File: src/design/sign_command_framer_defines.svh
// ----------------------------------------------------------------------------
// Sign command framer assertion macros
// Shared concurrent assertion forms, clocked on clk and disabled in reset.
// ----------------------------------------------------------------------------
`ifndef SIGN_COMMAND_FRAMER_DEFINES_SVH
`define SIGN_COMMAND_FRAMER_DEFINES_SVH

// same-cycle implication
`define SCF_ASSERT_NOW(lbl, ante, cons, msg) \
  lbl: assert property (@(posedge clk) disable iff (rst) (ante) |-> (cons)) \
    else $error(msg);

// next-cycle implication
`define SCF_ASSERT_NEXT(lbl, ante, cons, msg) \
  lbl: assert property (@(posedge clk) disable iff (rst) (ante) |=> (cons)) \
    else $error(msg);

`endif

File: src/design/scf_pkg.sv
// ----------------------------------------------------------------------------
// Sign command framer package
// Frame constants, sequencer step codes and the emit bundle.
// ----------------------------------------------------------------------------
package scf_pkg;

  localparam logic [7:0]  FRAME_START = 8'hA0;
  localparam logic [7:0]  FRAME_KIND  = 8'h01;
  localparam logic [7:0]  FRAME_TAIL0 = 8'h00;
  localparam logic [7:0]  FRAME_TAIL1 = 8'h50;
  localparam logic [15:0] FRAME_EXTRA = 16'd8;

  typedef enum logic [3:0] {
    S_PRE0,
    S_PRE1,
    S_PRE2,
    S_PRE3,
    S_DATA,
    S_SUM_LO,
    S_SUM_HI,
    S_TAIL0,
    S_TAIL1
  } step_t;

  typedef struct packed {
    logic       valid;
    logic [7:0] out_byte;
    logic       run_last;
    logic       frame_end;
  } emit_t;

endpackage

File: src/design/scf_seq.sv
// ----------------------------------------------------------------------------
// Sign command framer sequencer
// Input register, frame step sequencer and running checksum.
// ----------------------------------------------------------------------------
`include "sign_command_framer_defines.svh"

module scf_seq (
  input  logic           clk,
  input  logic           rst,
  input  logic [7:0]     data_byte,
  input  logic           first,
  input  logic           last,
  input  logic [15:0]    payload_length,
  input  logic           in_valid,
  output logic           in_ready,
  input  logic           take,
  output scf_pkg::emit_t emit
);
  import scf_pkg::*;

  logic        item_valid;
  logic [7:0]  item_data;
  logic        item_last;
  logic [15:0] total;
  step_t       step;
  step_t       step_succ;
  logic        in_frame;
  logic [15:0] sum;

  logic        in_accept;
  logic        stray;
  logic        load;
  logic        summed;
  logic        final_step;
  logic        fire;
  logic        done;
  logic [7:0]  cur_byte;

  assign in_accept = in_valid && in_ready;
  assign stray     = !first && !in_frame;
  assign load      = in_accept && !stray;
  assign fire      = item_valid && take;
  assign done      = fire && final_step;
  assign in_ready  = !item_valid || done;

  // next step
  always_comb begin
    unique case (step)
      S_PRE0:   step_succ = S_PRE1;
      S_PRE1:   step_succ = S_PRE2;
      S_PRE2:   step_succ = S_PRE3;
      S_PRE3:   step_succ = S_DATA;
      S_DATA:   step_succ = S_SUM_LO;
      S_SUM_LO: step_succ = S_SUM_HI;
      S_SUM_HI: step_succ = S_TAIL0;
      S_TAIL0:  step_succ = S_TAIL1;
      S_TAIL1:  step_succ = S_TAIL1;
      default:  step_succ = S_TAIL1;
    endcase
  end

  // step outputs
  always_comb begin
    summed     = 1'b0;
    final_step = 1'b0;
    unique case (step)
      S_PRE0: begin
        cur_byte = FRAME_START;
        summed   = 1'b1;
      end
      S_PRE1: begin
        cur_byte = total[7:0];
        summed   = 1'b1;
      end
      S_PRE2: begin
        cur_byte = total[15:8];
        summed   = 1'b1;
      end
      S_PRE3: begin
        cur_byte = FRAME_KIND;
        summed   = 1'b1;
      end
      S_DATA: begin
        cur_byte   = item_data;
        summed     = 1'b1;
        final_step = !item_last;
      end
      S_SUM_LO: cur_byte = sum[7:0];
      S_SUM_HI: cur_byte = sum[15:8];
      S_TAIL0:  cur_byte = FRAME_TAIL0;
      S_TAIL1: begin
        cur_byte   = FRAME_TAIL1;
        final_step = 1'b1;
      end
      default:  cur_byte = FRAME_TAIL0;
    endcase
  end

  assign emit.valid     = item_valid;
  assign emit.out_byte  = cur_byte;
  assign emit.run_last  = final_step;
  assign emit.frame_end = (step == S_TAIL1);

  always_ff @(posedge clk) begin
    if (rst) begin
      item_valid <= 1'b0;
      step       <= S_PRE0;
      in_frame   <= 1'b0;
      sum        <= '0;
    end else begin
      if (in_accept && !stray) begin
        in_frame <= !last;
      end
      if (load) begin
        item_valid <= 1'b1;
        step       <= first ? S_PRE0 : S_DATA;
      end else if (done) begin
        item_valid <= 1'b0;
      end else if (fire) begin
        step <= step_succ;
      end
      if (fire && summed) begin
        sum <= ((step == S_PRE0) ? 16'd0 : sum) + {8'd0, cur_byte};
      end
    end
  end

  always_ff @(posedge clk) begin
    if (load) begin
      item_data <= data_byte;
      item_last <= last;
      if (first) begin
        total <= payload_length + FRAME_EXTRA;
      end
    end
  end

  `SCF_ASSERT_NOW(a_end_is_last, emit.valid && emit.frame_end, emit.run_last,
    "frame end byte not marked as final result")
  `SCF_ASSERT_NEXT(a_prefix_advance, fire && (step == S_PRE0),
    item_valid && (step == S_PRE1), "prefix did not advance")
  `SCF_ASSERT_NOW(a_hold_mid_frame, item_valid && (step == S_PRE2), !in_ready,
    "input taken in the middle of a prefix")
  `SCF_ASSERT_NEXT(a_tail_closes, done && (step == S_TAIL1), !in_frame || item_valid,
    "frame still open after terminator")

endmodule

File: src/design/scf_out_reg.sv
// ----------------------------------------------------------------------------
// Sign command framer output register
// Holds one result byte until the receiver takes it.
// ----------------------------------------------------------------------------
module scf_out_reg (
  input  logic           clk,
  input  logic           rst,
  input  scf_pkg::emit_t emit,
  output logic           take,
  output logic           out_valid,
  input  logic           out_ready,
  output logic [7:0]     out_byte,
  output logic           run_last,
  output logic           frame_end
);
  import scf_pkg::*;

  assign take = !out_valid || out_ready;

  always_ff @(posedge clk) begin
    if (rst) begin
      out_valid <= 1'b0;
    end else if (take) begin
      out_valid <= emit.valid;
    end
  end

  always_ff @(posedge clk) begin
    if (take && emit.valid) begin
      out_byte  <= emit.out_byte;
      run_last  <= emit.run_last;
      frame_end <= emit.frame_end;
    end
  end

endmodule

File: src/design/sign_command_framer.sv
// ----------------------------------------------------------------------------
// Sign command framer
// Wraps a payload byte stream into prefix, payload, checksum and terminator.
// ----------------------------------------------------------------------------
// Input channel: in_valid/in_ready carry one payload byte with its first and
// last marks and, on a first byte, the payload length. Output channel:
// out_valid/out_ready carry one framed byte per transaction; run_last marks
// the final byte caused by an input, frame_end marks the closing 0x50.
// A stray byte (not first, no frame open) is accepted and dropped.
// Path: an accepted byte is captured in the input register at the accepting
// edge; each result byte of it then passes through the output register.
// Output bytes per input: a plain payload byte yields one; a first byte
// yields five (four prefix bytes and the data), a last byte five (data, two
// checksum bytes, two terminator bytes), a first-and-last byte nine. One
// byte leaves the step sequencer per cycle while the output register can
// take it; that sets the rate.
// Reset (rst, synchronous): clears the open-frame flag, checksum and both
// registers' valid flags.
// Stall: when out_ready is low the output register holds, the sequencer
// stops once that register is full, and in_ready stays low while an item
// waits in the input register.
// ----------------------------------------------------------------------------
module sign_command_framer (
  input  logic        clk,
  input  logic        rst,
  input  logic        in_valid,
  output logic        in_ready,
  input  logic [7:0]  data_byte,
  input  logic        first,
  input  logic        last,
  input  logic [15:0] payload_length,
  output logic        out_valid,
  input  logic        out_ready,
  output logic [7:0]  out_byte,
  output logic        run_last,
  output logic        frame_end
);
  import scf_pkg::*;

  emit_t emit;
  logic  take;

  scf_seq u_seq (
    .clk            (clk),
    .rst            (rst),
    .data_byte      (data_byte),
    .first          (first),
    .last           (last),
    .payload_length (payload_length),
    .in_valid       (in_valid),
    .in_ready       (in_ready),
    .take           (take),
    .emit           (emit)
  );

  scf_out_reg u_out_reg (
    .clk       (clk),
    .rst       (rst),
    .emit      (emit),
    .take      (take),
    .out_valid (out_valid),
    .out_ready (out_ready),
    .out_byte  (out_byte),
    .run_last  (run_last),
    .frame_end (frame_end)
  );

endmodule
File: config.mk
export PLATFORM = sky130hd
export DESIGN_NAME = sign_command_framer
export DESIGN_NICKNAME = d
export VERILOG_FILES = /design/src/design/scf_pkg.sv /design/src/design/scf_seq.sv /design/src/design/scf_out_reg.sv /design/src/design/sign_command_framer.sv
export VERILOG_INCLUDE_DIRS = /design/src /design/src/design
export SDC_FILE = /design/constraint.sdc
export NUM_CORES = 1
export LEC_CHECK = 0
export ABC_AREA = 1
export BUFFER_PORTS_ARGS = -buffer_cell sky130_fd_sc_hd__buf_2
export CAP_MARGIN = 15
export CORE_AREA = 2 2 79 81
export CTS_CLUSTER_SIZE = 40
export DETAILED_ROUTE_END_ITERATION = 8
export DIE_AREA = 0 0 81 83
export GPL_TIMING_DRIVEN = 0
export PLACE_DENSITY = 0.78
export SKIP_LAST_GASP = 1
export SLEW_MARGIN = 10
export SYNTH_ARGS = -nofsm -noshare
export SYNTH_HDL_FRONTEND = slang
export SYNTH_SLANG_ARGS = --single-unit
File: constraint.sdc
create_clock -name clk -period 3.1 [get_ports clk]
set_input_delay 0.155 -clock clk [delete_from_list [all_inputs] [get_ports clk]]
set_output_delay 0.155 -clock clk [all_outputs]
set_load 0.03 [all_outputs]
==> results.toml, run 1 <==
[floorplanning]
die_area_um2 = 6720
io_pins = 42
core_um2 = 5820
die_height_um = 83
rows = 28
initial_core_util = 0.542
fp.dieW_um = 81

[grt]
grt_pass1_vias = 2469
grt_max_degree = 17
grt_pass1_wl_mm = 11.2
grt_overflow_total = 0
antenna_found_initial = 0
grt_usage = 0.219

[synth]
synth_top_cell_by_area = "edfxtp_1"
synth_edf_count = 35
yosysTopAreaCellShare = 0.333
synth_area_um2 = 3150
ys_ff_latch = 62
synth_seq_area_share = 0.505
synthAdderAreaFrac = 0.0500
synth_compound_area_frac = 0.119
async_flop_share = 0
muxShareOfSynthArea = 0.00318
synthXorXnorAreaFrac = 0.0500
ys_warn_count = 0
synth_flop_cell = "edfxtp_1"
synth.distinct_cells = 35
yosys.area_share.simple = 0.202
syn_inst = 353
syn_avg_cell_area_um2 = 8.93
synthesis.nets = 395
synth_area_leaders = "edfxtp_1 33%, dfxtp_1 17%, nand2_1 7.3%, inv_1 6.3%, nor2_1 5.1%"
synth_top_family_by_area = "simple AND/OR/NAND/NOR gates"

[sta]
finalCriticalPeriod_ns = 2.88
min_period_over_period = 0.929
setup_ws_ns = 0.221
finalHoldViolations = 0
fmax_mhz = 347
finalSetupViolations = 0
worst_pin_slew_ns = 0.604
maxSlewViolCount = 0
fin_setup_tns_ns = 0
hold_ws_ns = 0.0424
slew_headroom = 0.587
fin_worst_skew_ns = 0.0115

[worst_setup_path]
path_max_fanout = 7
end_kind = "flip-flop"
worstPathRequired_ns = 3.38
arrival_ns = 3.16
cp-start-kind = "flip-flop"
crit_type = "flip-flop to flip-flop"

[clock_network]
clockRootBuffer = "clkbuf_8"
clk_pin_slew_worst_paths_ns = 0.06
clk_latency_ns = 0.34
cts_tree = "done"
cts_buffer_depth = 2
cts_buffers = 9
cts.sinks = 62
cts.htree.levels = 3

[drt]
drtIter0Drc = 163
wl_per_cell_um = 13.5
drc = 0
finalWirelength_mm = 6.73
firstDrtPassIters = 4
viasPerCell = 5.15
antenna_left = 0
vias = 2572

[power_and_ir_drop]
clockPowerShare = 0.341
power_frac_comb = 0.164
power.share.switching = 0.271
seqPwrFrac = 0.495
p_int_mw = 1.39
power_switching_mw = 0.517
powerDensity_nw_per_um2 = 503
irDropWorstVdd_v = 0.000376
p_leak_nw = 1.67

[placement]
hpwl_mm = 4.98
pre_cts_ws_ns = 0.127
gp_congestion = 0.915
placed_cell_area_um2 = 3450
port-buffer-count = 41

[layout]
syn_to_final_growth_pct = 20.2
design_area_um2 = 3790
layout_commonest_cell = "nand2_1"
nets = 461
mostFrequentLayoutCells = "59 x nand2_1, 50 x inv_1, 43 x buf_2"
diodes = 0
drive_gt1_frac = 0.193
fill_cells = 511

[outcome]
status = "complete, no violations"

[run]
cap_violations = 0

[worst_hold_path]
min_path_type = "input pin to flip-flop"
## stage by stage
step	power (mW)	utilization	instances
finish	1.90	0.651	499
global route	1.99	0.651	499
CTS	1.91	0.644	496
detailed placement	1.25	0.593	469
global placement	1.24	0.593	469
floorplan	1.16	-	353
## layer usage
layer | vias to the layer above | track usage | routed length, um
met3 | 10 | 0.0511 | 308
met2 | 70 | 0.349 | 3140
met1 | 1176 | 0.280 | 3130
met4 | 0 | 0.0986 | 148
met5 | - | 0 | 0
li1 | 1316 | - | -
## kinds of logic (layout without fill, tap and decap cells)
logic type / count (synthesis) / in the layout
buffers and inverters: 58 / 129
muxes: 1 / 1
adders and majority gates: 12 / 12
xor gates and xnor gates: 18 / 18
DFF: 62 / 62
and+or+nand+nor: 146 / 146
AOI/OAI and AO/OA: 56 / 56
## path summary, 6_finish.rpt
check	startpoint	endpoint	slack, ns	cells past startpoint
hold reg to reg	u_seq.sum[0]$_SDFFE_PP0P_	u_seq.sum[0]$_SDFFE_PP0P_	0.50	2
setup reg to reg	u_seq.step[1]$_SDFFE_PP0N_	u_seq.sum[14]$_SDFFE_PP0P_	0.22	17
setup / recovery	u_seq.step[1]$_SDFFE_PP0N_	u_seq.sum[14]$_SDFFE_PP0P_	0.22	17
hold / removal	rst	u_seq.step[1]$_SDFFE_PP0N_	0.04	2
## power by group through the flow
| stage | registers (mW) | clock network, mW | logic, mW |
|---|---|---|---|
| final | 0.943 | 0.649 | 0.311 |
| after global routing | 0.948 | 0.698 | 0.346 |
| after CTS | 0.943 | 0.659 | 0.303 |
| after detailed placement | 0.960 | 0 | 0.291 |
| after global placement | 0.958 | 0 | 0.282 |
| after floorplan | 0.975 | 0 | 0.187 |
## state kept, by name, indices dropped and copies added (netlist names)
signal	flops
u_seq.step	4
u_out_reg.out_byte	8
u_seq.in_frame	1
u_seq.item_valid	1
u_seq.step_succ	4
u_seq.item_data	8
u_seq.total	16
u_out_reg.out_valid	1
u_out_reg.frame_end	1
u_seq.item_last	1
u_out_reg.run_last	1
u_seq.sum	16
## critical path, cell delays in order (launching register included)
cell and delay (ns):
dfxtp_1 0.39, inv_1 0.10, nor2_1 0.14, nand2_1 0.11
inv_2 0.14, a221oi_1 0.09, nand3_1 0.12, ha_1 0.18
inv_1 0.05, fa_1 0.40, nand3b_1 0.17, nand2_1 0.13
nand4_1 0.10, o211ai_1 0.17, nand3_1 0.22, o21ai_1 0.17
nand2_1 0.06, nor2_1 0.09
## cells in the mapped netlist, types with 3 or more instances
cell and number:
nor3_1 7, o21ai_0 13, xor2_1 15, inv_1 53, a221oi_1 11, nand4_1 5
dfxtp_1 27, edfxtp_1 35, ha_1 11, a21oi_1 21, nor2_1 43, nand3_1 19
xnor2_1 3, nand2_1 61, nand2_2 4
## repair_timing
item	4_1_cts	5_1_grt
setup endpoints to repair	0	9
buffers inserted	0	2
hold buffers	11	1
hold endpoints to repair	11	1
gates resized for setup	0	11
## cell type report
| class | instances | area, um2 | area share |
|---|---|---|---|
| Sequential cell | 62 | 1590 | 0.421 |
| Multi-Input combinational cell | 233 | 1350 | 0.357 |
| Timing Repair Buffer | 55 | 340 | 0.0899 |
| Inverter | 54 | 205 | 0.0542 |
| Clock buffer | 15 | 176 | 0.0466 |
| Tap cell | 75 | 93.8 | 0.0248 |
| Buffer | 4 | 21.3 | 0.00562 |
| Clock inverter | 1 | 5.00 | 0.00132 |
Power figures use the tool's default switching activity.
==> inputs of run 2 (changes only) <==
--- a/config.mk
+++ b/config.mk
@@ -9,14 +9,14 @@
 export ABC_AREA = 1
 export BUFFER_PORTS_ARGS = -buffer_cell sky130_fd_sc_hd__buf_2
 export CAP_MARGIN = 15
-export CORE_AREA = 2 2 79 81
+export CORE_AREA = 2 2 80 82
 export CTS_CLUSTER_SIZE = 40
 export DETAILED_ROUTE_END_ITERATION = 8
-export DIE_AREA = 0 0 81 83
+export DIE_AREA = 0 0 82 84
 export GPL_TIMING_DRIVEN = 0
 export PLACE_DENSITY = 0.78
 export SKIP_LAST_GASP = 1
-export SLEW_MARGIN = 10
 export SYNTH_ARGS = -nofsm -noshare
 export SYNTH_HDL_FRONTEND = slang
+export SYNTH_HIERARCHICAL = 1
 export SYNTH_SLANG_ARGS = --single-unit
==> results.toml, run 2 <==
[clock_network]
cts.sinks = 62
clk_latency_ns = 0.34
cts.htree.levels = 3
cts_buffers = 9
cts_tree = "done"
cts_buffer_depth = 2
clockRootBuffer = "clkbuf_8"
clk_pin_slew_worst_paths_ns = 0.07

[power_and_ir_drop]
p_leak_nw = 1.69
powerDensity_nw_per_um2 = 499
clockPowerShare = 0.349
seqPwrFrac = 0.480
irDropWorstVdd_v = 0.000323
power_switching_mw = 0.531
power_frac_comb = 0.171
power.share.switching = 0.271
p_int_mw = 1.43

[synth]
synth_common_cells = "54 x nand2_1, 48 x inv_1, 35 x edfxtp_1"
async_flop_share = 0
syn_inst = 363
synth.most_common_cell = "nand2_1"
synth_top_cell_by_area = "edfxtp_1"
synth_area_um2 = 3240
synth.distinct_cells = 41
ys_warn_count = 6
synth_area_leaders = "edfxtp_1 32%, dfxtp_1 17%, nand2_1 6.3%, inv_1 5.6%, nand3_1 4.5%"
synthesis.nets = 405
synth_flop_cell = "edfxtp_1"
yosysTopAreaCellShare = 0.324
synth_edf_count = 35
synth_seq_area_share = 0.491
syn_avg_cell_area_um2 = 8.93
ys_ff_latch = 62

[floorplanning]
core_um2 = 6100
fp.dieW_um = 82
die_height_um = 84
rows = 29
initial_core_util = 0.532
io_pins = 42
die_area_um2 = 6890

[placement]
hpwl_mm = 4.98
gp_congestion = 0.906
port-buffer-count = 41
placed_cell_area_um2 = 3540

[grt]
antenna_found_initial = 0
grt_pass1_vias = 2449
grt_pass1_wl_mm = 11.2
grt_overflow_total = 0
grt_usage = 0.216
grt_max_degree = 17

[worst_setup_path]
cp-endpoint = "u_seq/sum[12]$_SDFFE_PP0P_"
end_kind = "flip-flop"
reg2reg_depth = 15
worstPathRequired_ns = 3.30
cp-startpoint = "u_seq/step[1]$_SDFFE_PP0N_"
rr_endpoint = "u_seq/sum[12]$_SDFFE_PP0P_"
path_max_fanout = 10
crit_type = "flip-flop to flip-flop"
arrival_ns = 3.09
rrSetupSlack_ns = 0.21
r2r_start = "u_seq/step[1]$_SDFFE_PP0N_"
cp-start-kind = "flip-flop"

[run]
cap_violations = 0

[outcome]
status = "complete, no violations"

[sta]
finalCriticalPeriod_ns = 2.89
fin_setup_tns_ns = 0
finalSetupViolations = 0
finalHoldViolations = 0
fin_worst_skew_ns = 0.0109
min_period_over_period = 0.931
fmax_mhz = 346
slew_headroom = 0.438
maxSlewViolCount = 0
worst_pin_slew_ns = 0.844

[layout]
layout_commonest_cell = "nand2_1"
design_area_um2 = 3930
syn_to_final_growth_pct = 21.2
nets = 473
mostFrequentLayoutCells = "53 x nand2_1, 46 x inv_1, 43 x buf_2"
top_regs = "u_seq/sum: 16 flops, u_seq/total: 16 flops"
diodes = 0
finish.utilization = 0.644
drive_gt1_frac = 0.232

[drt]
drtIter0Drc = 201
antenna_left = 0
wl_per_cell_um = 13.6
drc = 0
viasPerCell = 5.28
finalWirelength_mm = 6.96
firstDrtPassIters = 5
vias = 2710

[worst_hold_path]
min_path_type = "input pin to flip-flop"
-- run 2: cell count changes after synthesis, moves of 4 or more --
cell / change
o21ai_0: +4
nor2_1: -9
nand3_1: +10
nand2_1: -7
a221oi_1: -8
inv_2: +4
inv_1: -5
-- run 2: worst min-delay path by stage --
stage | start | to | cells past startpoint
floorplan | rst | u_out_reg/out_valid$_SDFFE_PP0P_ | 1
CTS | rst | u_out_reg/out_valid$_SDFFE_PP0P_ | 2
detailed placement | data_byte[1] | u_seq/item_data[1]$_DFFE_PP_ | 1
finish | rst | u_out_reg/out_valid$_SDFFE_PP0P_ | 2
global route | rst | u_out_reg/out_valid$_SDFFE_PP0P_ | 2
global placement | data_byte[2] | u_seq/item_data[2]$_DFFE_PP_ | 1
-- run 2: critical path, stage by stage (launching register included) --
cell and delay, ns:
dfxtp_1 0.41, nor2_4 0.08, buf_6 0.15, nand2_4 0.10, inv_2 0.06, buf_2 0.20
a221oi_2 0.26, o2111ai_2 0.19, ha_1 0.40, nand2_1 0.08, o21ai_0 0.22, a21oi_2 0.09
nor2_2 0.15, nand3_1 0.11, xnor2_1 0.18, nor2_1 0.05
-- run 2: through the flow --
| stage | setup WS, ns | power [mW] | hold slack [ns] | instances |
|---|---|---|---|---|
| floorplan | 0.435 | 1.17 | 0.217 | 363 |
| global placement | -0.102 | 1.25 | 0.331 | 481 |
| detailed placement | -0.195 | 1.26 | 0.333 | 481 |
| CTS | 0.0131 | 1.96 | 0.0298 | 509 |
| global route | -0.0350 | 2.05 | 0.0425 | 513 |
| finish | 0.213 | 1.96 | 0.0457 | 513 |
-- run 2: layer usage --
metal  GRT usage  up-vias  share of wire  routed length [um]
li1            -     1357              -                   -
met1       0.291     1233           0.44                3050
met2       0.326      103           0.47                3300
met3      0.0509       17          0.061                 428
met4       0.103        0          0.027                 187
met5           0        -              0                   0
-- run 2: power groups by stage --
stage                     registers (mW)  logic [mW]  clock network, mW
final                              0.941       0.335              0.684
after global routing               0.945       0.369              0.738
after CTS                          0.941       0.319              0.700
after detailed placement           0.958       0.304                  0
after global placement             0.957       0.298                  0
after floorplan                    0.974       0.199                  0
-- run 2: final cells by class --
cell class / count / area, um2
Tap cell: 77 / 96.3
Multi-Input combinational cell: 240 / 1440
Timing Repair Buffer: 57 / 355
Clock buffer: 11 / 141
Sequential cell: 62 / 1590
Fill cell: 522 / 2170
Buffer: 8 / 55.1
Inverter: 53 / 199
Clock inverter: 5 / 50.0
-- run 2: logic make-up (layout without fill, tap and decap cells) --
| kind of cell | count (synthesis) | after routing | synth area share |
|---|---|---|---|
| AND/OR/NAND/NOR | 149 | 149 | 0.220 |
| flip-flops | 62 | 62 | 0.491 |
| buffers and inverters | 61 | 134 | 0.0764 |
| AO/OA/AOI/OAI | 60 | 60 | 0.112 |
| XOR/XNOR | 18 | 18 | 0.0486 |
| adder cells (fa/ha/maj) | 12 | 12 | 0.0486 |
| multiplexers | 1 | 1 | 0.00309 |
-- run 2: what timing repair did --
action | in CTS | in global routing
hold buffers | 12 | 0
setup endpoints to repair | 3 | 8
setup buffers | 0 | 4
gates resized for setup | 4 | 12
hold endpoints to repair | 12 | 0
pin swaps | 0 | 4
